`src/pec_pkg.sv`:
```
// Shared constants, register codes and the result item type of the event capture unit.
`default_nettype none

package pec_pkg;

  // Sizing of the channel set and the stores
  localparam int NumPixels = 16;
  localparam int MaxEvent  = 4096;
  localparam int MaxPre    = 1024;

  // Field widths
  localparam int PixW    = 4;
  localparam int SampleW = 16;
  localparam int TickW   = 32;
  localparam int PosW    = 12;
  localparam int SizeW   = 13;
  localparam int PreW    = 10;

  // Derived store geometry
  localparam int PixIdxW  = $clog2(NumPixels);
  localparam int PtrW     = $clog2(MaxPre);
  localparam int MemDepth = NumPixels * MaxPre;
  localparam int MemAddrW = $clog2(MemDepth);
  localparam int ClrW     = MemAddrW + 1;

  // Result queue between front and back
  localparam int FifoDepth = 4;
  localparam int FifoPtrW  = $clog2(FifoDepth);
  localparam int FifoCntW  = FifoPtrW + 1;

  // Configuration port
  localparam int CfgAddrW = 3;
  localparam int CfgDataW = 32;
  localparam logic RegEventSize = 1'b0;
  localparam logic RegPreBuffer = 1'b1;

  localparam logic [SizeW-1:0] EventSizeReset = SizeW'(1024);
  localparam logic [PreW-1:0]  PreBufferReset = PreW'(256);

  // One recorded sample on its way to the output
  typedef struct packed {
    logic [PixW-1:0]    pixel;
    logic [SampleW-1:0] sample;
    logic [PosW-1:0]    pos;
    logic               last;
    logic [TickW-1:0]   start_tick;
  } pec_item_t;

endpackage

`default_nettype wire

```
`src/pec_fifo.sv`:
```
// Short result queue between the front end and the output stage.
`default_nettype none

module pec_fifo (
  input  wire logic                         clk_i,
  input  wire logic                         rst_ni,
  input  wire logic                         push_i,
  input  wire pec_pkg::pec_item_t           item_i,
  input  wire logic                         pop_i,
  output logic                              nonempty_o,
  output pec_pkg::pec_item_t                item_o,
  output logic [pec_pkg::FifoCntW-1:0]      level_o
);

  import pec_pkg::*;

  pec_item_t           mem_q [FifoDepth];
  logic [FifoPtrW-1:0] wr_ptr_q, rd_ptr_q;
  logic [FifoCntW-1:0] cnt_q, cnt_d;

  // Track fill level
  always_comb begin
    cnt_d = cnt_q;
    if (push_i && !pop_i) begin
      cnt_d = cnt_q + FifoCntW'(1);
    end else if (pop_i && !push_i) begin
      cnt_d = cnt_q - FifoCntW'(1);
    end
  end

  always_ff @(posedge clk_i or negedge rst_ni) begin
    if (!rst_ni) begin
      wr_ptr_q <= '0;
      rd_ptr_q <= '0;
      cnt_q    <= '0;
    end else begin
      if (push_i) begin
        wr_ptr_q <= wr_ptr_q + FifoPtrW'(1);
      end
      if (pop_i) begin
        rd_ptr_q <= rd_ptr_q + FifoPtrW'(1);
      end
      cnt_q <= cnt_d;
    end
  end

  // Store entries
  always_ff @(posedge clk_i) begin
    if (push_i) begin
      mem_q[wr_ptr_q] <= item_i;
    end
  end

  assign nonempty_o = (cnt_q != '0);
  assign item_o     = mem_q[rd_ptr_q];
  assign level_o    = cnt_q;

endmodule

`default_nettype wire

```
`config.mk`:
```
export PLATFORM = sky130hd
export DESIGN_NAME = pec_fifo
export DESIGN_NICKNAME = d
export VERILOG_FILES = /design/src/pec_pkg.sv /design/src/pec_fifo.sv
export SDC_FILE = /design/constraint.sdc
export NUM_CORES = 1
export LEC_CHECK = 0
export ABC_AREA = 1
export BUFFER_PORTS_ARGS = -buffer_cell sky130_fd_sc_hd__buf_2
export CAP_MARGIN = 5
export CORE_MARGIN = 4
export CORE_UTILIZATION = 41
export DETAILED_ROUTE_END_ITERATION = 6
export PLACE_DENSITY_LB_ADDON = 0.25
export SLEW_MARGIN = 10
export SYNTH_ARGS = -nofsm -noshare
export SYNTH_HDL_FRONTEND = slang
export SYNTH_SLANG_ARGS = --single-unit
```
`constraint.sdc`:
```
create_clock -name clk_i -period 2.4 [get_ports clk_i]
set_input_delay 0.36 -clock clk_i [delete_from_list [all_inputs] [get_ports clk_i]]
set_output_delay 0.36 -clock clk_i [all_outputs]
set_load 0.02 [all_outputs]
```
==> reports/qor.csv <==
metric;value;unit
Buf/Inv on CP;3;
largest family of logic cells by synthesized area;compound AO/OA/AOI/OAI gates;
leakage;5.36;nW
GR peak layer;met2;
number of H-tree levels;1;
Crit Path Class;reg -> out;
Post-Synth Simple-Gate Area;7.32;%
sequential area share after synthesis;70.9;%
number of DRC markers in iteration 0;308;
core area;0.0270;mm²
met1 Resource Use GR;18.5;%
fin nets;1031;
final clock skew;0.0101;ns
vias per cell;4.66;
syn_area_per_cell;14.0;µm²
Synth Area in Compound Gates;12.0;%
GRT Resource Usage Total;14.1;%
EDFF count, synth;260;
top cells by area, synth;edfxtp_1 69%, o211ai_2 8.2%, nand2_1 6.6%;
Post-Layout Inst Area;0.0132;mm²
DP Worst Slack;0.568;ns
Num CTS Buffers;28;
initial antenna violation count;1;
delay of the slowest critical-path stage;0.57;ns
first-pass GRT wire length;34000;µm
asr flop ratio synth;2.62;%
crit end category;output pin;
clk_lat worst skew;0.52;ns
HPWL Detailed;12500;µm
crit share post-route;95.2;%
drt first pass iters;5;
xor-xnor portion of the synthesized cell area;0.311;%
CP arrival;1.93;ns
final setup fails;0;
vias in the first global route;6230;
met2 Use GR;23.8;%
Die ar.;0.0302;mm²
min Tclk post-route;2.29;ns
hold crit path type;in -> reg;
post-DR wirelength/cell;16.0;µm
# DRC;0;
delay-heaviest family, CP;flip-flops;
Die W;174;µm
post-synthesis register bit count;267;
CTS max path bufs;3;
max-cap viol count;0;
CTS clock-pin slew for the worst setup and hold paths;0.06;ns
CTS tree;done;
Vias;6138;
critical path startpoint category;flip-flop;
most instantiated cells after synthesis;260 x edfxtp_1, 199 x nand2_1, 141 x inv_1;
Distinct cells, synth;22;
Register Area;0.00799;mm²
post-route ant nets;0;
multi-input logic area;0.00229;mm²
share of cells above drive strength 1;30.2;%
Placement Cell Area;0.0123;mm²
outcome;finished, final reports clean;
cell chain of the critical path;buf_12 -> buf_4 -> o211ai_1 -> nand2_1 -> buf_2;
# clock sinks;267;
Peak VDD IR;0.714;mV
I/O Buffers;137;
relative slew slack;58.4;%
maximum number of pins on one net before global-route repair;75;
final-report hold violation count;0;
share of the synthesized area in the top cell type;69.3;%
Worst Max-Slew Pin Slew;0.624;ns
initial core utilization;41.7;%
fillers;2358;
fmax;438;MHz
Setup WS post-layout;0.115;ns
# IOs;138;
power per cell area;1300;mW/mm²
post-synthesis mux area share;0;%
critical path required time;2.04;ns
Syn Inst Count;806;
largest area contributor in the netlist;edfxtp_1;
setup TNS;0;ns
most numerous cell in the Yosys netlist;edfxtp_1;
std cell rows;60;
Die Y;174;µm
root buf cell;clkbuf_16;
unrepaired setup endpoints after global routing;false;
synthesis-to-layout area growth;16.9;%
Synth Area in Adders;0.733;%
met3 Usage GRT;3.25;%
CP Max Fanout;30;
Final Wtd Congestion;0.677;
Crit-path slowest cell;dfrtp_4;
mapped cell area;0.0113;mm²
Routed Wire Length;21100;µm
Slew Limit Fails;0;
Mapped Nets;881;
Synthesis Warnings;0;
total power;0.0171;W
GRT overflow;0;
dominant synthesized flop cell;edfxtp_1;
[worst paths after layout]
kind                                         start                      end  slack, ns  cells past startpoint
hold / removal                          item_i[52]   mem_q[3][52]$_DFFE_PP_       0.05                      1
setup reg to reg           wr_ptr_q[0]$_DFFE_PN0P_   mem_q[2][23]$_DFFE_PP_       0.71                      5
max in group asynchronous                   rst_ni  rd_ptr_q[1]$_DFFE_PN0P_       2.00                      2
hold reg to reg             level_o[2]$_DFFE_PN0P_   level_o[2]$_DFFE_PN0P_       0.50                      2
setup / recovery           rd_ptr_q[0]$_DFFE_PN0P_               item_o[60]       0.11                      5
min in group asynchronous                   rst_ni   level_o[0]$_DFFE_PN0P_       0.21                      2
[stage by stage]
step           std cells  hold WS [ns]  utilization [%]
2_1_floorplan        806        0.0644                -
3_3_place_gp        1265         0.219             45.4
3_5_place_dp        1265         0.217             45.4
4_1_cts             1316        0.0124             48.7
5_1_grt             1316        0.0134             48.7
6_report            1317        0.0470             48.7
[routing by layer]
metal  wire length [µm]  share of wire (%)
met5                 13              0.062
met4                331                1.6
met3               1150                5.4
met2              10300                 49
met1               9350                 44
[layout by cell type, fill, tap and decap left out]
cell type,synthesis,routed
edfxtp_1,260,260
nand2_1,199,199
inv_1,141,137
buf_2,14,137
o211ai_2,74,74
o211ai_1,56,56
clkbuf_16,0,29
buf_4,6,15
clkinv_2,0,11
buf_12,8,11
nand2_2,10,10
ha_1,5,5
clkbuf_1,2,5
dfrtp_1,7,5
clkinv_1,0,4
xor2_1,3,3
clkbuf_8,0,2
bufinv_16,0,2
dfrtp_4,0,2
diode_2,0,1
clkinv_4,0,1
nor2_1,1,1
xnor2_1,1,1
o21ai_0,1,1
nand3_1,1,1
nand4_1,1,1
fa_1,1,1
dlygate4sd3_1,0,1
[cells by family after synthesis]
| kind of cell | after synthesis |
|---|---|
| flip-flops | 267 |
| AND/OR/NAND/NOR | 212 |
| buffers and inverters | 186 |
| AO/OA/AOI/OAI | 131 |
| adder cells (fa/ha/maj) | 6 |
| XOR/XNOR | 4 |
[power by group]
part | total, W | internal, W | switching, W
logic | 0.00661 | 0.00222 | 0.00439
registers | 0.00640 | 0.00612 | 0.000287
clock network | 0.00409 | 0.00246 | 0.00163
total | 0.0171 | 0.0108 | 0.00631
[what timing repair did]
action,CTS,global route
endpoints found under the setup margin,4,0
setup buffers,1,0
hold buffers,1,0
gates resized for setup,1,0
hold endpoints to repair,7,0
[cell type report]
class | count | area share, %
flip-flops and latches | 267 | 60.7
diodes | 1 | 0.0190
repair buffers | 164 | 7.81
well taps | 341 | 3.24
clock inverters | 13 | 0.836
multi-input cells | 353 | 17.4
clock buffers | 36 | 5.86
inverters | 142 | 4.12
[registers in the layout (all words and copies together) (netlist names)]
name / count
rd_ptr_q: 2
mem_q: 260
wr_ptr_q: 2
level_o: 3
Power figures use the tool's default switching activity.
