**src/pec_pkg.sv**
```systemverilog
// Shared constants, register codes and the result item type of the event capture unit.
`default_nettype none

package pec_pkg;

  // Sizing of the channel set and the stores
  localparam int NumPixels = 16;
  localparam int MaxEvent  = 4096;
  localparam int MaxPre    = 1024;

  // Field widths
  localparam int PixW    = 4;
  localparam int SampleW = 16;
  localparam int TickW   = 32;
  localparam int PosW    = 12;
  localparam int SizeW   = 13;
  localparam int PreW    = 10;

  // Derived store geometry
  localparam int PixIdxW  = $clog2(NumPixels);
  localparam int PtrW     = $clog2(MaxPre);
  localparam int MemDepth = NumPixels * MaxPre;
  localparam int MemAddrW = $clog2(MemDepth);
  localparam int ClrW     = MemAddrW + 1;

  // Result queue between front and back
  localparam int FifoDepth = 4;
  localparam int FifoPtrW  = $clog2(FifoDepth);
  localparam int FifoCntW  = FifoPtrW + 1;

  // Configuration port
  localparam int CfgAddrW = 3;
  localparam int CfgDataW = 32;
  localparam logic RegEventSize = 1'b0;
  localparam logic RegPreBuffer = 1'b1;

  localparam logic [SizeW-1:0] EventSizeReset = SizeW'(1024);
  localparam logic [PreW-1:0]  PreBufferReset = PreW'(256);

  // One recorded sample on its way to the output
  typedef struct packed {
    logic [PixW-1:0]    pixel;
    logic [SampleW-1:0] sample;
    logic [PosW-1:0]    pos;
    logic               last;
    logic [TickW-1:0]   start_tick;
  } pec_item_t;

endpackage

`default_nettype wire

```
**src/pec_back.sv**
```systemverilog
// Back end: output register that drains the queue into the result stream.
`default_nettype none

module pec_back (
  input  wire logic                clk_i,
  input  wire logic                rst_ni,
  input  wire logic                nonempty_i,
  input  wire pec_pkg::pec_item_t  item_i,
  output logic                     pop_o,
  output logic                     m_valid_o,
  input  wire logic                m_ready_i,
  output logic [63:0]              m_data_o,
  output logic                     m_last_o
);

  import pec_pkg::*;

  logic      m_valid_q;
  pec_item_t out_q;

  // Load when the register is empty or its transfer completes
  assign pop_o = nonempty_i && (!m_valid_q || m_ready_i);

  always_ff @(posedge clk_i or negedge rst_ni) begin
    if (!rst_ni) begin
      m_valid_q <= 1'b0;
    end else if (pop_o) begin
      m_valid_q <= 1'b1;
    end else if (m_ready_i) begin
      m_valid_q <= 1'b0;
    end
  end

  always_ff @(posedge clk_i) begin
    if (pop_o) begin
      out_q <= item_i;
    end
  end

  // Pack pixel, sample, position and start tick from the lowest bit up
  assign m_valid_o = m_valid_q;
  assign m_data_o  = {out_q.start_tick, out_q.pos, out_q.sample, out_q.pixel};
  assign m_last_o  = out_q.last;

endmodule

`default_nettype wire

```
**config.mk**
```make
export PLATFORM = sky130hd
export DESIGN_NAME = pec_back
export DESIGN_NICKNAME = d
export VERILOG_FILES = /design/src/pec_pkg.sv /design/src/pec_back.sv
export SDC_FILE = /design/constraint.sdc
export NUM_CORES = 1
export LEC_CHECK = 0
export ABC_AREA = 1
export BUFFER_PORTS_ARGS = -buffer_cell sky130_fd_sc_hd__clkbuf_2
export CORE_AREA = 2 2 78 80
export CTS_CLUSTER_SIZE = 12
export DETAILED_ROUTE_END_ITERATION = 16
export DIE_AREA = 0 0 80 82
export GPL_TIMING_DRIVEN = 0
export PLACE_DENSITY = 0.72
export SYNTH_ARGS = -nofsm -noshare
export SYNTH_HDL_FRONTEND = slang
export SYNTH_SLANG_ARGS = --single-unit
```
**constraint.sdc**
```tcl
create_clock -name clk_i -period 3 [get_ports clk_i]
set_clock_uncertainty 0.05 [all_clocks]
set_input_delay 0.6 -clock clk_i [delete_from_list [all_inputs] [get_ports clk_i]]
set_output_delay 0.6 -clock clk_i [all_outputs]
set_load 0.05 [all_outputs]
```
==> results of run 1 <==
## layout by cell type, fill, tap and decap left out
cell and count:
a21oi_4 1, buf_12 1, buf_16 1, bufinv_16 1, clkbuf_2 135, clkbuf_8 9
clkinv_1 1, clkinv_2 2, clkinvlp_4 2, dfrtp_1 1, dlygate4sd3_1 1, edfxtp_1 65
inv_1 2, nand2_1 2
## logic make-up (layout without fill, tap and decap cells)
logic type             count (synthesis)  in the layout  share of synthesized area
buffers and inverters                  2            155                    0.00375
flip-flops                            66             66                      0.988
AO/OA/AOI/OAI                          1              1                    0.00438
AND/OR/NAND/NOR                        2              2                    0.00375
## power groups by stage
stage | Clock, mW | Combinational (mW) | Sequential [mW]
2_1_floorplan | 0 | 0.0226 | 1.28
3_3_place_gp | 0 | 0.285 | 1.11
3_5_place_dp | 0 | 0.300 | 1.11
4_1_cts | 0.720 | 0.302 | 1.09
5_1_grt | 0.750 | 0.312 | 1.09
6_report | 0.692 | 0.298 | 1.09
## worst min-delay path by stage
stage	startpoint	end	cells past startpoint
after detailed placement	rst_ni	m_valid_o$_DFFE_PN0P_	1
final	item_i[63]	m_data_o[2]$_DFFE_PP_	1
after global placement	rst_ni	m_valid_o$_DFFE_PN0P_	1
after floorplan	rst_ni	m_valid_o$_DFFE_PN0P_	0
after CTS	item_i[4]	m_data_o[36]$_DFFE_PP_	1
after global routing	item_i[15]	m_data_o[47]$_DFFE_PP_	1
## sequential cells by signal, indices dropped and copies added (netlist names)
name,cells
m_data_o,64
m_last_o,1
m_valid_o,1
## final cells by class
cell class              count  area [um^2]  area share
well taps                  75         93.8      0.0311
flip-flops and latches     66         1980       0.655
multi-input cells           3         23.8     0.00788
inverters                   2         7.51     0.00249
clock buffers               9          124      0.0410
repair buffers            138          733       0.243
clock inverters             6         58.8      0.0195
## routing by layer
metal,up-vias,global-route usage
met2,83,0.212
met1,598,0.119
met3,8,0.102
met5,-,0
li1,581,-
met4,0,0.0814
## critical path: cells and delay by family, from the launching register on
family          cells  cell delay [ns]
flops               1             0.42
buf+inv             2             0.58
compound gates      1             0.47
## through the flow
step,utilization,setup TNS [ns],hold slack [ns],std cells
after global routing,0.525,0,0.359,299
final,0.525,0,0.383,299
after detailed placement,0.492,0,0.329,283
after global placement,0.483,-0.357,0.327,281
after CTS,0.525,0,0.360,299
after floorplan,-,0,0.254,71
==> impl_metrics.json, run 1 <==
{
  "status": "finished clean",
  "antenna_left": 0,
  "rr_startpoint": "m_valid_o$_DFFE_PN0P_",
  "synth-async-reset-ratio": 0.0152,
  "vias": 1270,
  "synth_ff_type": "edfxtp_1",
  "reg2reg_slack_ns": 1.48,
  "worstSetupEndpointType": "primary output",
  "critPathLaunchType": "flip-flop",
  "crit_slowest_cell": "a21oi_4",
  "p_comb_frac": 0.143,
  "fillers": 509,
  "dp_hpwl_um": 3270,
  "crit_path_cell_trace": "a21oi_4 > buf_12 > clkbuf_2",
  "synth_common_cells": "65 x edfxtp_1, 2 x inv_1, 2 x nand2_1",
  "synth-edff-count": 65,
  "seq_area_frac_synth": 0.988,
  "drt_first_pass_iters": 4,
  "grt_overflow": 0,
  "first_iter_violations": 70,
  "dieHeight_um": 82,
  "wl_met3_um": 625,
  "placed_cell_area_um2": 2830,
  "synthTopCellsByArea": "edfxtp_1 98%, dfrtp_1 1.3%, a21oi_2 0.44%",
  "worstPathRequired_ns": 2.35,
  "leakage_nw": 1.32,
  "worst_pin_slew_ns": 0.520,
  "crit_arrival_ns": 1.80,
  "total_power_mw": 2.08,
  "drt_wl_total_um": 4270,
  "yosys.cell_count.top_type": "edfxtp_1",
  "cts-buffers-inserted": 9,
  "p_sw_frac": 0.269,
  "synth_top_area_frac": 0.976,
  "critPathMaxStageDelay_ns": 0.47,
  "cts_max_level": 3,
  "wl_met2_um": 2230,
  "internal_power_mw": 1.52,
  "clock_power_share": 0.333,
  "num_antenna_cells": 0,
  "fmax_ghz": 0.408,
  "place_ws_ns": 0.569,
  "core_area_um2": 5750,
  "slew_violations": 0,
  "cts_max_path_buffers": 2,
  "numClockSinks": 66,
  "critPathCapture": "pop_o",
  "worstHoldPathType": "primary input to flip-flop",
  "post-route-period-util": 0.817,
  "wl_met1_um": 1320,
  "syn_area_um2": 2000,
  "p_per_area_nw_per_um2": 688,
  "gp_congestion": 0.668,
  "maxCapViolCount": 0,
  "avgSynthCellArea_um2": 28.2,
  "cts_resized": 0,
  "grt_pass1_vias": 1345,
  "drt-vias-per-instance": 4.25,
  "hold_viol_final": 0,
  "cts.clk_slew.worst_paths_ns": 0.07,
  "hold_buffers": 1,
  "ff2ff_path_depth": 2,
  "slew_headroom": 0.653,
  "final.setup.worst_slack_ns": 0.549,
  "antenna_found_initial": 0,
  "wl_per_cell_um": 14.3,
  "p_seq_frac": 0.523,
  "gr-usage-all-layers": 0.133,
  "syn-num-nets": 140,
  "root_buffer": "clkbuf_8",
  "ir_drop_mv": 0.414,
  "yosysWarnings": 0,
  "syn2layout_area_growth_pct": 50.8,
  "fin_area_um2": 3020,
  "reg2reg_to": "m_data_o[52]$_DFFE_PP_",
  "critPathKind": "flip-flop to primary output",
  "top_layer": "met4",
  "num_rows": 28,
  "start_util": 0.348,
  "clkLatencyLatePin_ns": 0.33,
  "period_minus_slack_ns": 2.45,
  "ys_ff_latch": 66,
  "io_buffers": 135,
  "post-route-drc-count": 0,
  "synthCells": 71,
  "drive_gt1_frac": 0.679,
  "die_area_um2": 6560,
  "postCtsSetupBuffers": 0,
  "ios": 136,
  "cp_max_fo": 31,
  "fin_nets": 289,
  "rsz0062_at_grt": "false",
  "grt_max_degree": 32,
  "ys_types": 5,
  "setup_viol": 0,
  "power.switching_uw": 559,
  "timing.critical_path.from": "m_valid_o$_DFFE_PN0P_",
  "tritoncts": "yes",
  "grt_pass1_wl_um": 6010,
  "die_w_um": 80,
  "synth_top_area_cell": "edfxtp_1"
}
(Power assumes the default switching activity.)
==> inputs of run 2 (changes only) <==
==> constraint.sdc (replaced) <==
create_clock -name clk_i -period 2 [get_ports clk_i]
set_clock_uncertainty 0.05 [all_clocks]
set_input_delay 0.4 -clock clk_i [delete_from_list [all_inputs] [get_ports clk_i]]
set_output_delay 0.4 -clock clk_i [all_outputs]
set_load 0.05 [all_outputs]
==> impl_metrics.json, run 2 (synthesized netlist as in run 1, its figures left out) <==
{
  "slew_violations": 0,
  "status": "finished clean",
  "grt_overflow": 0,
  "die_area_um2": 6560,
  "io_buffers": 135,
  "critPathKind": "flip-flop to primary output",
  "leakage_nw": 1.35,
  "vias": 1275,
  "layout_commonest_cell": "clkbuf_2",
  "worst_pin_slew_ns": 0.300,
  "tritoncts": "yes",
  "gp_congestion": 0.632,
  "cts_max_level": 3,
  "worstHoldPathType": "primary input to flip-flop",
  "hold_viol_final": 0,
  "drive_gt1_frac": 0.684,
  "maxCapViolCount": 0,
  "post-route-period-util": 0.914,
  "worstSetupEndpointType": "primary output",
  "layout_common_cells": "134 x clkbuf_2, 65 x edfxtp_1, 9 x clkbuf_8",
  "drt_first_pass_iters": 4,
  "fin_nets": 292,
  "slew_headroom": 0.801,
  "post-route-drc-count": 0,
  "critPathLaunchType": "flip-flop",
  "total_power_mw": 3.14,
  "drt-vias-per-instance": 4.21,
  "fillers": 476,
  "root_buffer": "clkbuf_8",
  "crit_slowest_cell": "dfrtp_2",
  "final_util": 0.534,
  "syn2layout_area_growth_pct": 53.2,
  "die_w_um": 80,
  "core_area_um2": 5750,
  "critPathMaxStageDelay_ns": 0.43,
  "rsz0062_at_grt": "false",
  "first_iter_violations": 71,
  "drt_wl_total_um": 4330,
  "grt_max_degree": 34,
  "largest_register_ffs": 64,
  "crit_path_cell_trace": "a21oi_4 > buf_12 > clkbuf_4",
  "period_minus_slack_ns": 1.83,
  "gr-usage-all-layers": 0.129,
  "antenna_left": 0,
  "start_util": 0.348,
  "cts_max_path_buffers": 2,
  "num_rows": 28,
  "cp_max_fo": 16,
  "num_antenna_cells": 0,
  "cts.clk_slew.worst_paths_ns": 0.07,
  "cts-buffers-inserted": 9,
  "antenna_found_initial": 0,
  "crit_arrival_ns": 1.38,
  "wl_per_cell_um": 14.3,
  "setup_viol": 0,
  "fmax_ghz": 0.547,
  "clkLatencyLatePin_ns": 0.33,
  "p_per_area_nw_per_um2": 1020,
  "ir_drop_mv": 0.396,
  "dieHeight_um": 82,
  "ios": 136,
  "numClockSinks": 66,
  "grt_pass1_vias": 1160,
  "worstPathRequired_ns": 1.55,
  "grt_pass1_wl_um": 5810
}
run 2: through the flow:
stage | setup TNS (ns) | setup WS, ns | area [um^2] | instances | hold WS [ns]
finish | 0 | 0.173 | 3070 | 303 | 0.187
CTS | 0 | 0.0272 | 3050 | 301 | 0.168
global route | 0 | 0.115 | 3070 | 303 | 0.160
floorplan | -25.92 | -0.393 | 2010 | 71 | 0.0544
detailed placement | 0 | 0.177 | 2820 | 283 | 0.129
global placement | -31.94 | -0.950 | 2780 | 281 | 0.127
run 2: timing repair:
item,CTS,global route
hold endpoints to repair,1,0
setup buffers,0,2
hold buffers,1,0
cloned,1,0
gates resized for setup,1,0
endpoints found under the setup margin,1,1
pin swaps,0,1
run 2: final timing paths:
check	start	end	depth (start not counted)	slack [ns]
max	m_valid_o$_DFFE_PN0P_	pop_o	3	0.17
min	item_i[25]	m_data_o[57]$_DFFE_PP_	1	0.19
max reg2reg	m_valid_o$_DFFE_PN0P_	m_data_o[24]$_DFFE_PP_	3	0.58
min reg2reg	m_valid_o$_DFFE_PN0P_	m_valid_o$_DFFE_PN0P_	2	0.49
max in group asynchronous	rst_ni	m_valid_o$_DFFE_PN0P_	2	1.46
min in group asynchronous	rst_ni	m_valid_o$_DFFE_PN0P_	2	0.34
run 2: critical path, delay by kind of cell, from the launching register on:
kind,cells,cell delay [ns]
AO/OA/AOI/OAI,1,0.20
buffers and inverters,2,0.41
flip-flops,1,0.43
run 2: cell type report:
type	count	area [um^2]	area share
sequential	66	1980	0.645
inverter	2	7.51	0.00245
clock buffer	11	131	0.0429
tap	75	93.8	0.0306
clock inverter	5	55.1	0.0180
timing repair buffer	141	776	0.253
multi-input combinational	3	23.8	0.00776
run 2: metal layers:
| layer | GRT usage | vias up | routed length [um] |
|---|---|---|---|
| met1 | 0.143 | 594 | 1680 |
| li1 | - | 588 | - |
| met3 | 0.0681 | 10 | 440 |
| met5 | 0 | - | 0 |
| met2 | 0.198 | 83 | 2120 |
| met4 | 0.0729 | 0 | 86 |
run 2: where the power goes:
group	total [mW]	internal, mW	leakage (nW)	switching, mW
Combinational	0.461	0.119	0.631	0.341
Sequential	1.63	1.61	0.629	0.0200
Clock	1.05	0.572	0.0893	0.474
Total	3.14	2.30	1.35	0.836
